File: config.mk
export PLATFORM = sky130hd
export DESIGN_NAME = psieve_seq
export DESIGN_NICKNAME = d
export VERILOG_FILES = /design/src/hw/rtl/psieve_pkg.sv /design/src/hw/rtl/psieve_seq.sv
export SDC_FILE = /design/constraint.sdc
export NUM_CORES = 1
export LEC_CHECK = 0
export ABC_CLOCK_PERIOD_IN_PS = 6000
export BUFFER_PORTS_ARGS = -buffer_cell sky130_fd_sc_hd__buf_2
export CORE_MARGIN = 4
export CORE_UTILIZATION = 25
export DETAILED_ROUTE_END_ITERATION = 8
export SKIP_CTS_REPAIR_TIMING = 1
export SLEW_MARGIN = 10
export SYNTH_ARGS = -nofsm -noshare
export SYNTH_HDL_FRONTEND = slang
export SYNTH_SLANG_ARGS = --single-unit
File: constraint.sdc
create_clock -name clk -period 6 [get_ports clk]
set_clock_uncertainty 0.1 [all_clocks]
set_input_delay 0.6 -clock clk [delete_from_list [all_inputs] [get_ports clk]]
set_output_delay 0.6 -clock clk [all_outputs]
set_load 0.1 [all_outputs]
File: src/hw/rtl/psieve_pkg.sv
// ---------------------------------------------------------------------------
// psieve_pkg: shared types and codes for the prime sieve table
// Command and status codes, the sequencer's control word and the flags that
// the datapath returns to the sequencer.
// ---------------------------------------------------------------------------
`default_nettype none

package psieve_pkg;

  // Command codes carried by an input beat.
  localparam logic CMD_BUILD = 1'b0;
  localparam logic CMD_QUERY = 1'b1;

  // Status codes carried by a result beat.
  localparam logic [1:0] ST_OK       = 2'd0;
  localparam logic [1:0] ST_ABOVE    = 2'd1;
  localparam logic [1:0] ST_NO_TABLE = 2'd2;

  // Program steps of the sequencer.
  typedef enum logic [3:0] {
    S_IDLE  = 4'd0,
    S_DISP  = 4'd1,
    S_B0    = 4'd2,
    S_B1    = 4'd3,
    S_FILL  = 4'd4,
    S_SV0   = 4'd5,
    S_SV1   = 4'd6,
    S_SV2   = 4'd7,
    S_SV3   = 4'd8,
    S_SV4   = 4'd9,
    S_DONE  = 4'd10,
    S_Q0    = 4'd11,
    S_Q1    = 4'd12
  } step_t;

  // Memory address source.
  typedef enum logic [2:0] {
    A_ZERO,
    A_ONE,
    A_K,
    A_N,
    A_NUM
  } asel_t;

  // Operation on the multiple counter k.
  typedef enum logic [2:0] {
    K_HOLD,
    K_TWO,
    K_INC,
    K_DBL,
    K_ADDN
  } kop_t;

  // Operation on the candidate n and its square.
  typedef enum logic [1:0] {
    N_HOLD,
    N_TWO,
    N_INC
  } nop_t;

  // Result beat produced by a step.
  typedef enum logic [1:0] {
    E_NONE,
    E_BUILD,
    E_QUERY
  } emit_t;

  // Jump conditions.
  typedef enum logic [3:0] {
    C_NEVER,
    C_ALWAYS,
    C_NO_ACCEPT,
    C_QUERY,
    C_K_GT_LIM,
    C_K_LT_LIM,
    C_SQ_GT_LIM,
    C_NOT_PRIME,
    C_STEP_LE_LIM
  } cond_t;

  // One control word of the program.
  typedef struct packed {
    logic  in_rdy;
    logic  we;
    logic  wdata;
    asel_t asel;
    kop_t  kop;
    nop_t  nop;
    emit_t emit;
    logic  hold;
    cond_t cond;
    step_t target;
  } ctl_t;

  // Datapath flags seen by the sequencer.
  typedef struct packed {
    logic accept;
    logic is_query;
    logic k_gt_lim;
    logic k_lt_lim;
    logic sq_gt_lim;
    logic not_prime;
    logic step_le_lim;
    logic out_free;
  } flags_t;

endpackage

`default_nettype wire

File: src/hw/rtl/psieve_seq.sv
// ---------------------------------------------------------------------------
// psieve_seq: microcoded sequencer of the prime sieve table
// Holds the step counter, the program table and the jump logic.
// ---------------------------------------------------------------------------
`default_nettype none

module psieve_seq
  import psieve_pkg::*;
(
  input  wire    clk,
  input  wire    rst,
  input  flags_t flags,
  output ctl_t   ctl
);

  // Program table: one control word per step.
  function automatic ctl_t rom(step_t s);
    ctl_t c;
    c.in_rdy = 1'b0;
    c.we     = 1'b0;
    c.wdata  = 1'b0;
    c.asel   = A_N;
    c.kop    = K_HOLD;
    c.nop    = N_HOLD;
    c.emit   = E_NONE;
    c.hold   = 1'b0;
    c.cond   = C_NEVER;
    c.target = S_IDLE;
    unique case (s)
      S_IDLE: begin
        c.in_rdy = 1'b1;
        c.cond   = C_NO_ACCEPT;
        c.target = S_IDLE;
      end
      S_DISP: begin
        c.cond   = C_QUERY;
        c.target = S_Q0;
      end
      S_B0: begin
        c.we   = 1'b1;
        c.asel = A_ZERO;
        c.kop  = K_TWO;
      end
      S_B1: begin
        c.we     = 1'b1;
        c.asel   = A_ONE;
        c.cond   = C_K_GT_LIM;
        c.target = S_SV0;
      end
      S_FILL: begin
        c.we     = 1'b1;
        c.wdata  = 1'b1;
        c.asel   = A_K;
        c.kop    = K_INC;
        c.cond   = C_K_LT_LIM;
        c.target = S_FILL;
      end
      S_SV0: begin
        c.nop = N_TWO;
      end
      S_SV1: begin
        c.cond   = C_SQ_GT_LIM;
        c.target = S_DONE;
      end
      S_SV2: begin
        c.kop    = K_DBL;
        c.cond   = C_NOT_PRIME;
        c.target = S_SV4;
      end
      S_SV3: begin
        c.we     = 1'b1;
        c.asel   = A_K;
        c.kop    = K_ADDN;
        c.cond   = C_STEP_LE_LIM;
        c.target = S_SV3;
      end
      S_SV4: begin
        c.nop    = N_INC;
        c.cond   = C_ALWAYS;
        c.target = S_SV1;
      end
      S_DONE: begin
        c.emit   = E_BUILD;
        c.hold   = 1'b1;
        c.cond   = C_ALWAYS;
        c.target = S_IDLE;
      end
      S_Q0: begin
        c.asel = A_NUM;
      end
      S_Q1: begin
        c.asel   = A_NUM;
        c.emit   = E_QUERY;
        c.hold   = 1'b1;
        c.cond   = C_ALWAYS;
        c.target = S_IDLE;
      end
      default: begin
        c.cond   = C_ALWAYS;
        c.target = S_IDLE;
      end
    endcase
    return c;
  endfunction

  step_t pc;
  step_t pc_next;
  logic  take;

  assign ctl = rom(pc);

  // Jump condition selected by the current control word.
  always_comb begin
    unique case (ctl.cond)
      C_NEVER:       take = 1'b0;
      C_ALWAYS:      take = 1'b1;
      C_NO_ACCEPT:   take = !flags.accept;
      C_QUERY:       take = flags.is_query;
      C_K_GT_LIM:    take = flags.k_gt_lim;
      C_K_LT_LIM:    take = flags.k_lt_lim;
      C_SQ_GT_LIM:   take = flags.sq_gt_lim;
      C_NOT_PRIME:   take = flags.not_prime;
      C_STEP_LE_LIM: take = flags.step_le_lim;
      default:       take = 1'b1;
    endcase
  end

  // Next step: hold while a result waits for room, else jump or advance.
  always_comb begin
    if (ctl.hold && !flags.out_free) begin
      pc_next = pc;
    end else if (take) begin
      pc_next = ctl.target;
    end else begin
      pc_next = step_t'(pc + 4'd1);
    end
  end

  always_ff @(posedge clk) begin
    if (rst) begin
      pc <= S_IDLE;
    end else begin
      pc <= pc_next;
    end
  end

  // Intake is only open in the idle step.
  a_ready_idle: assert property (@(posedge clk) disable iff (rst)
    ctl.in_rdy |-> (pc == S_IDLE))
    else $error("request ready outside the idle step");

  // An accepted beat always leaves the idle step.
  a_accept_moves: assert property (@(posedge clk) disable iff (rst)
    flags.accept |=> (pc == S_DISP))
    else $error("accepted beat did not reach dispatch");

  // A held result step stays put while the output is full.
  a_hold_stays: assert property (@(posedge clk) disable iff (rst)
    (ctl.hold && !flags.out_free) |=> $stable(pc))
    else $error("result step left while output full");

endmodule

`default_nettype wire

After elaboration in Yosys (flattened, before gate mapping)
Cells that the tools add are included.
- bits in registers: 4
- input port bits: 10
- word-level logic and storage cells: 40
- $add $sub $neg: 1
- equality and inequality tests: 19
- multiplexer cells: 10
- reductions and logical operators: 9
- operator list (operator ; number):
    one-hot mux 8 bit (9 select lines) ; 1
    == test 4 x 3 -> 1 bit, second input constant ; 8
    == test 4 bit, second input constant ; 6
    one-hot mux 3 bit (4 select lines) ; 2
    == test 4 x 2 -> 1 bit, second input constant ; 4
    logical NOT 4 bit ; 2
    one-hot mux 1 bit (8 select lines) ; 1
    one-hot mux 3 bit (2 select lines) ; 1
    adder 4 x 1 -> 4 bit, second input constant ; 1
    == test 4 x 1 -> 1 bit, second input constant ; 1
    2-to-1 mux 4 bit ; 1
    one-hot mux 2 bit (2 select lines) ; 1
    OR reduction 2 bit ; 2
    OR reduction 4 bit ; 1
    2-to-1 mux 1 bit ; 3
    OR reduction 3 bit ; 1
    logical NOT 1 bit ; 2
    logical AND 1 bit ; 1

Logic depth before layout (Yosys ltp)
Gate-level depths: netlist of run 1.
- depth after elaboration: 6
- depth in mapped cells: 10
- gate-level depth less buffers: 10

Least setup slack after synthesis of run 1
OpenSTA, ideal clock, no wires.
- kind: register to output
- from: register pc[0]
- to: output ctl[20] (netlist bit)
- arrival time: 3071 ps
- setup slack: 2229 ps
- cell stages (with the launch flop): 7
- path buffers: 1
- cells stage by stage: dfxtp_1 ha_1 buf_2 nor2_1 nor2_1 a21oi_1 o21ai_0
- RTL lines (element ; line ; RTL):
    start, declared ; psieve_seq.sv:106 ; step_t pc;
    start signal, assigned ; psieve_seq.sv:143 ; pc <= pc_next;
    end, declared ; psieve_seq.sv:13 ; output ctl_t ctl

==> results.env, run 1 <==
OUTCOME='complete, no violations'
WORST-R2R-CELL-COUNT=8
DRT_FIRST_PASS_ITERS=5
SYNTH_COMPOUND_GATE_AREA_SHARE_PCT=34.91
CLK_PIN_SLEW_NS=0.03
TRITONCTS_CLOCK_TREE='built'
PLACEDINSTANCEAREA_UM2=923.4
DRT.ANTENNA.VIOLATING_NETS=0
DOMINANTREGCELLSYNTH='dfxtp_1'
CRIT_BUF_INV=2
NETS=151
SYNTH_SEQ_CELLS=4
VIAS=882
WORST_PATH_LARGEST_CELL_DELAY_NS=0.47
STDCELL_AREA_UM2=945.9
VIAS_PER_CELL=5.313
YS.WARNINGS.COUNT=0
CRIT_PATH_END_KIND='output port'
POST_SYNTH_INST_COUNT=108
NETLIST-CELL-TYPE-COUNT=45
FINAL_CELL_MIX='31 x buf_2, 12 x nor2_1, 10 x inv_1'
TIMING.FINAL.HOLD_VIOLATIONS=0
CP_TOP_FAMILY='buffers and inverters'
FINALSETUPVIOLATIONS=0
MAXCAPVIOLCOUNT=0
GRT_START_MAX_NET_PINS=22
CLOCK_SINK_COUNT=4
SYNTHMUXAREASHARE_PCT=2.610
STARTPOINT_TYPE='flop'
CTS-ROOT-TO-SINK-BUFFERS=2
SYNTHSIMPLEGATEAREAFRAC_PCT=33.44
CLOCK-ROOT-BUFFER='clkbuf_4'
WORST_PIN_SLEW_NS=0.6741
MAX_SLEW_MARGIN_PCT=55.06
GRT_UTIL_ALL_LAYERS_PCT=11.72
DIEAREA_MM2=0.004018
SETUP_TNS_NS=0
OVERFLOW=0
RATIO_OF_CELLS_WITH_DRIVE_ABOVE_1_IN_THE_FINAL_LAYOUT_PCT=33.33
SYNTH-ASYNC-RESET-RATIO_PCT=0
FLOORPLAN.IO_PINS=32
R2R-START='pc[0]$_SDFFE_PP0N_'
SYNTH_XOR_AREA_SHARE_PCT=2.284
BUFFER_PORTS.INSERTED=31
DPL.HPWL_UM=1786
SYNTH.TOP_CELL.AREA_SHARE_PCT=10.44
CRITICAL_PATH_ARRIVAL_NS=2.23
AVGROUTEDWIREPERCELL_UM=13.65
GPL.FINAL_WEIGHTED_CONGESTION=0.7917
SYNTH.LARGEST_AREA_CELL='dfxtp_1'
SYNTH.AVG_CELL_AREA_UM2=7.102
CP_CELL_SEQUENCE='inv_1 -> ha_1 -> nor2_1 -> o32ai_2 -> nor2_2 -> buf_2'
DETAIL_ROUTE.ITER0.VIOLATIONS=40
SYNTH-ADDER-AREA-SHARE_PCT=6.525
TOP_REGS='pc (4)'
MAX_FREQ_MHz=341.2
SKEW_PAIR_LATE_INSERTION_DELAY_NS=0.23
WORSTHOLDSTART='pc[1]$_SDFFE_PP0N_'
CRITPATHSLOWESTCELL='buf_2'
CHIPHEIGHT_UM=63.39
TIGHTEST_HOLD_CHECK_TYPE='reg -> reg'
MOSTFREQUENTLAYOUTCELL='buf_2'
TIMING.HOLD.WORST_ENDPOINT='pc[1]$_SDFFE_PP0N_'
FINAL_MAX_SLEW_VIOL_COUNT=0
FINALWIRELENGTH_UM=2266
FIN_CRIT_NS=2.931
DRT_DRC_VIOLATIONS_LEFT=0
INITIAL_CORE_UTILIZATION_PCT=26.89
WORST-R2R-SETUP-SLACK_NS=3.42
NUMBER_OF_GLOBAL_ROUTE_VIAS_BEFORE_REPAIR=858
HTREE_LEVELS=1
DESIGN.CORE.AREA_MM2=0.002853
ANTENNA_FOUND_INITIAL=0
FINALCRITPERIODSHARE_PCT=48.85
WORST_EP_REQUIRED_TIME_NS=5.30
HOLD_PATH_DEPTH=2
SYNTH_ENABLE_FLOP_CELLS=0
SETUP_REPAIR_AFTER_GLOBAL_ROUTING_MISSED_ITS_MARGIN='no'
WIRE_LENGTH_OF_THE_FIRST_GLOBAL_ROUTING_PASS_UM=3877
FINAL.FILL_COUNT=315
CTS_MADE_BUFFERS=3
SYNTH_TOP_FAMILY_BY_AREA='compound AO/OA/AOI/OAI gates'
ANTENNA_CELLS=0
POST_SYNTH_INSTANCE_AREA_UM2=767.0
SYNTH_SEQUENTIAL_AREA_RATIO_PCT=10.44
CRITICAL_PATH_CLASS='reg -> out'
BIGGEST_REGISTER='pc'
CRITICAL_PATH_PEAK_FANOUT=12
PLACEMENT_ROWS=19
REGTOREGENDPOINT='pc[0]$_SDFFE_PP0N_'
POST_SYNTH_MAIN_AREA_CONTRIBUTORS='dfxtp_1 10%, ha_1 6.5%, nor2_1 5.9%, nand2b_1 5.7%, a21oi_1 5.2%'
FP.DIEW_UM=63.39
LARGEST_REGISTER_FFS=4
POSTSYNTHNETCOUNT=122
AREA_GROWTH_PCT=23.33
[layer usage]
layer / vias to the layer above / GRT usage (%) / routed length (um)
li1: 445 / - / -
met2: 41 / 18.64 / 1017
met5: - / 0 / 0
met4: 0 / 3.235 / 6
met1: 394 / 15.64 / 1065
met3: 2 / 2.842 / 177
[cell type report]
class | instances | area, um^2 | area share [%]
repair buffers | 31 | 155.1 | 16.40
well taps | 31 | 38.79 | 4.101
multi-input cells | 87 | 611.8 | 64.68
inverters | 10 | 37.54 | 3.968
clock buffers | 3 | 22.52 | 2.381
flip-flops and latches | 4 | 80.08 | 8.466
[per-stage QoR]
step / worst slack [ns] / util (%) / hold WS [ns] / instances
floorplan: 2.229 / - / 0.4395 / 108
global placement: 3.416 / 32.37 / 0.4746 / 163
detailed placement: 3.300 / 32.37 / 0.4976 / 163
CTS: 3.062 / 33.16 / 0.5050 / 166
global route: 2.864 / 33.16 / 0.5254 / 166
finish: 3.069 / 33.16 / 0.5037 / 166
[worst register-to-register path, cell delays in order, from the launching register on]
cell and delay (ns):
dfxtp_1 0.43, inv_1 0.09, ha_1 0.34, nor2_1 0.30, o211a_1 0.23, o21ai_0 0.13
a211oi_1 0.52, nor4_1 0.10, a211oi_1 0.25
[kinds of logic after synthesis]
family,Yosys count
AND/OR/NAND/NOR,46
AO/OA/AOI/OAI,33
buffers and inverters,17
adder cells (fa/ha/maj),4
flip-flops,4
XOR/XNOR,2
multiplexers,2
[worst max-delay path by stage]
stage                       start  endpoint  depth (start not counted)
2_1_floorplan  pc[0]$_SDFFE_PP0N_   ctl[20]                          6
3_3_place_gp   pc[0]$_SDFFE_PP0N_    ctl[4]                          6
3_5_place_dp   pc[0]$_SDFFE_PP0N_    ctl[4]                          6
4_1_cts        pc[0]$_SDFFE_PP0N_    ctl[4]                          6
5_1_grt        pc[0]$_SDFFE_PP0N_    ctl[4]                          6
6_report       pc[0]$_SDFFE_PP0N_    ctl[4]                          6
[cell usage after synthesis (2+ instances only)]
library cell / count
nor2_1: 12
inv_1: 10
a21oi_1: 8
nand2b_1: 7
and2_1: 4
dfxtp_1: 4
ha_1: 4
nand2_1: 4
o21ai_0: 4
a211oi_1: 3
buf_2: 3
nand4_1: 3
buf_1: 2
mux2i_1: 2
nand3_1: 2
nand3b_1: 2
nor3_1: 2
nor4_1: 2
o221a_2: 2
o311ai_1: 2
xnor2_1: 2
Power of run 1 is left out: the tool's default activity adds up to more than one toggle a clock period on the data nets, which glitch-free logic cannot reach.
==> inputs of run 2 (changes only) <==
- ABC_AREA: default -> 1
- ABC_CLOCK_PERIOD_IN_PS: 6000 -> 2790
- clock period: 6 -> 2.79 ns (I/O delays scaled with it)
==> results.env, run 2 <==
MAX_FREQ_MHz=412.0
CRITICAL_PATH_CLASS='reg -> out'
FINALCRITPERIODSHARE_PCT=87.00
DPL.HPWL_UM=1718  # -3.8%
NUMBER_OF_GLOBAL_ROUTE_VIAS_BEFORE_REPAIR=776  # -9.6%
BIGGEST_REGISTER='pc'
OUTCOME='complete, no violations'
FINAL_CELL_MIX='31 x buf_2, 28 x nand2_1, 26 x inv_1'
WIRE_LENGTH_OF_THE_FIRST_GLOBAL_ROUTING_PASS_UM=3456  # -11%
DP_WORST_SETUP_SLACK_NS=0.5950  # -2.705 ns
CRITPATHSLOWESTCELL='buf_2'
CLOCK_SINK_COUNT=4  # unchanged
DETAIL_ROUTE.ITER0.VIOLATIONS=33  # -18%
SYNTH_SEQUENTIAL_AREA_RATIO_PCT=10.61  # +0.17 points
TIMING.FINAL.HOLD_VIOLATIONS=0  # unchanged
SETUP_WS_NS=0.3628  # -2.706 ns
RATIO_OF_CELLS_WITH_DRIVE_ABOVE_1_IN_THE_FINAL_LAYOUT_PCT=42.41  # +9.1 points
YOSYSMOSTFREQUENTCELL='nand2_1'
FINALSETUPVIOLATIONS=0  # unchanged
DRT_FIRST_PASS_ITERS=4  # -1
TOP_REGS='pc (4)'
POST_SYNTH_INSTANCE_AREA_UM2=754.5  # -1.6%
NETS=174  # +15%
VIAS_PER_CELL=4.444  # -16%
DIEAREA_MM2=0.003961  # -1.4%
SYNTH.AVG_CELL_AREA_UM2=6.036  # -15%
CP_CELL_SEQUENCE='inv_1 -> ha_1 -> nand3_1 -> nand2_1 -> inv_1 -> nand3_2 -> o21ai_2 -> buf_2'
SETUP_REPAIR_AFTER_GLOBAL_ROUTING_MISSED_ITS_MARGIN='no'
AVGROUTEDWIREPERCELL_UM=10.42  # -24%
ANTENNA_FOUND_INITIAL=0  # unchanged
MAXCAPVIOLCOUNT=0  # unchanged
SYNTH_ENABLE_FLOP_CELLS=0  # unchanged
POST_SYNTH_INST_COUNT=125  # +16%
POSTSYNTHNETCOUNT=139  # +14%
DESIGN.CORE.AREA_MM2=0.002829  # -0.83%
OVERFLOW=0  # unchanged
DRT.ANTENNA.VIOLATING_NETS=0  # unchanged
DOMINANTREGCELLSYNTH='dfxtp_1'
SETUP_TNS_NS=0  # unchanged
CRITICAL_PATH_ARRIVAL_NS=2.05  # -0.18 ns
MOSTFREQUENTLAYOUTCELL='buf_2'
FP.DIEW_UM=62.94  # -0.72%
GRT_START_MAX_NET_PINS=10  # -55%
HTREE_LEVELS=1  # unchanged
GRT_UTIL_ALL_LAYERS_PCT=10.44  # -1.3 points
YS.WARNINGS.COUNT=0  # unchanged
LARGEST_REGISTER_FFS=4  # unchanged
POST_SYNTH_MAIN_AREA_CONTRIBUTORS='nand2_1 14%, inv_1 13%, dfxtp_1 11%, nand3_1 10%, ha_1 6.6%'
CRITICAL_PATH_PEAK_FANOUT=5  # -7
POST_SYNTH_MOST_FREQUENT_CELLS='28 x nand2_1, 26 x inv_1, 15 x nand3_1, 8 x nand2_2, 7 x o21ai_0'
CTS-ROOT-TO-SINK-BUFFERS=2  # unchanged
CHIPHEIGHT_UM=62.94  # -0.72%
FINAL_MAX_SLEW_VIOL_COUNT=0  # unchanged
FIN_CRIT_NS=2.427
WORST_PATH_LARGEST_CELL_DELAY_NS=0.43  # -0.04 ns
NETLIST-CELL-TYPE-COUNT=23  # -49%
AREA_GROWTH_PCT=30.02
SKEW_PAIR_LATE_INSERTION_DELAY_NS=0.23  # about the same
CTS_MADE_BUFFERS=3  # unchanged
CRIT_PATH_END_KIND='output port'
SYNTH_SEQ_CELLS=4  # unchanged
STARTPOINT_TYPE='flop'
SYNTH.LARGEST_AREA_CELL='nand2_1'
DRT_DRC_VIOLATIONS_LEFT=0  # unchanged
CLOCK-ROOT-BUFFER='clkbuf_4'
FLOORPLAN.IO_PINS=32  # unchanged
TRITONCTS_CLOCK_TREE='built'
WORST_PIN_SLEW_NS=0.4955  # -0.1786 ns
FINALWIRELENGTH_UM=1969  # -13%
PLACEMENT_ROWS=19  # unchanged
SYNTH-ASYNC-RESET-RATIO_PCT=0  # unchanged
VIAS=840  # -4.8%
SYNTH.TOP_CELL.AREA_SHARE_PCT=13.93  # +3.5 points
INITIAL_CORE_UTILIZATION_PCT=26.67  # -0.22 points
MAX_SLEW_MARGIN_PCT=66.92  # +12 points
ANTENNA_CELLS=0  # unchanged
GPL.FINAL_WEIGHTED_CONGESTION=0.8017  # +1.3%
LAYOUT.CORE_UTILIZATION_PCT=34.67  # +1.5 points
CRIT_TOP_CELL='inv_1'
TIGHTEST_HOLD_CHECK_TYPE='in -> reg'
WORST_EP_REQUIRED_TIME_NS=2.41  # -2.89 ns
CLK_PIN_SLEW_NS=0.04  # about the same
BUFFER_PORTS.INSERTED=31  # unchanged
## run 2: cell count changes after synthesis, sizes merged, moves of 5 or more
cell and delta:
nand2 +35, a21oi -8, inv +20, and2 -5
nand2b -8, nand3 +17
## run 2: per-stage QoR
stage	hold slack [ns]	instances	instance area [um^2]
floorplan	0.3461	125	779.5
global placement	0.4641	186	958.4
CTS	0.2134	189	980.9
global route	0.2497	189	980.9
finish	0.2203	189	980.9
detailed placement	0.4632	186	958.4
## run 2: cell families after synthesis
logic type / synth area share, %
simple gates: 53.07
buf+inv: 18.91
compound gates: 8.456
fa+ha+maj: 6.634
flops: 10.61
xor+xnor: 2.322
## run 2: final timing paths
kind	startpoint	endpoint	slack, ns	depth (start not counted)
hold reg to reg	pc[1]$_SDFFE_PP0N_	pc[1]$_SDFFE_PP0N_	0.56	4
setup / recovery	pc[0]$_SDFFE_PP0N_	ctl[16]	0.36	8
hold / removal	rst	pc[3]$_SDFFE_PP0N_	0.22	4
setup reg to reg	pc[0]$_SDFFE_PP0N_	pc[0]$_SDFFE_PP0N_	0.73	14
## run 2: routing by layer
layer,track usage (%),vias up,part of all wire (%)
met5,0,-,0
met4,1.653,0,0
met3,2.878,0,4.4
met2,17.52,15,48
met1,13.41,372,47
li1,-,453,-
## run 2: worst max-delay path: cells and delay by family, from the launching register on
family	cells	cell delay, ns
compound gates	1	0.13
fa+ha+maj	1	0.29
simple gates	3	0.38
buf+inv	3	0.62
flops	1	0.39
## run 2: layout make-up
type / instances / area (um^2)
tap: 31 / 38.79
timing repair buffer: 32 / 162.7
fill: 323 / 1848
inverter: 30 / 120.1
clock buffer: 3 / 22.52
multi-input combinational: 89 / 556.8
sequential: 4 / 80.08
Power of run 2 is left out for the same reason.
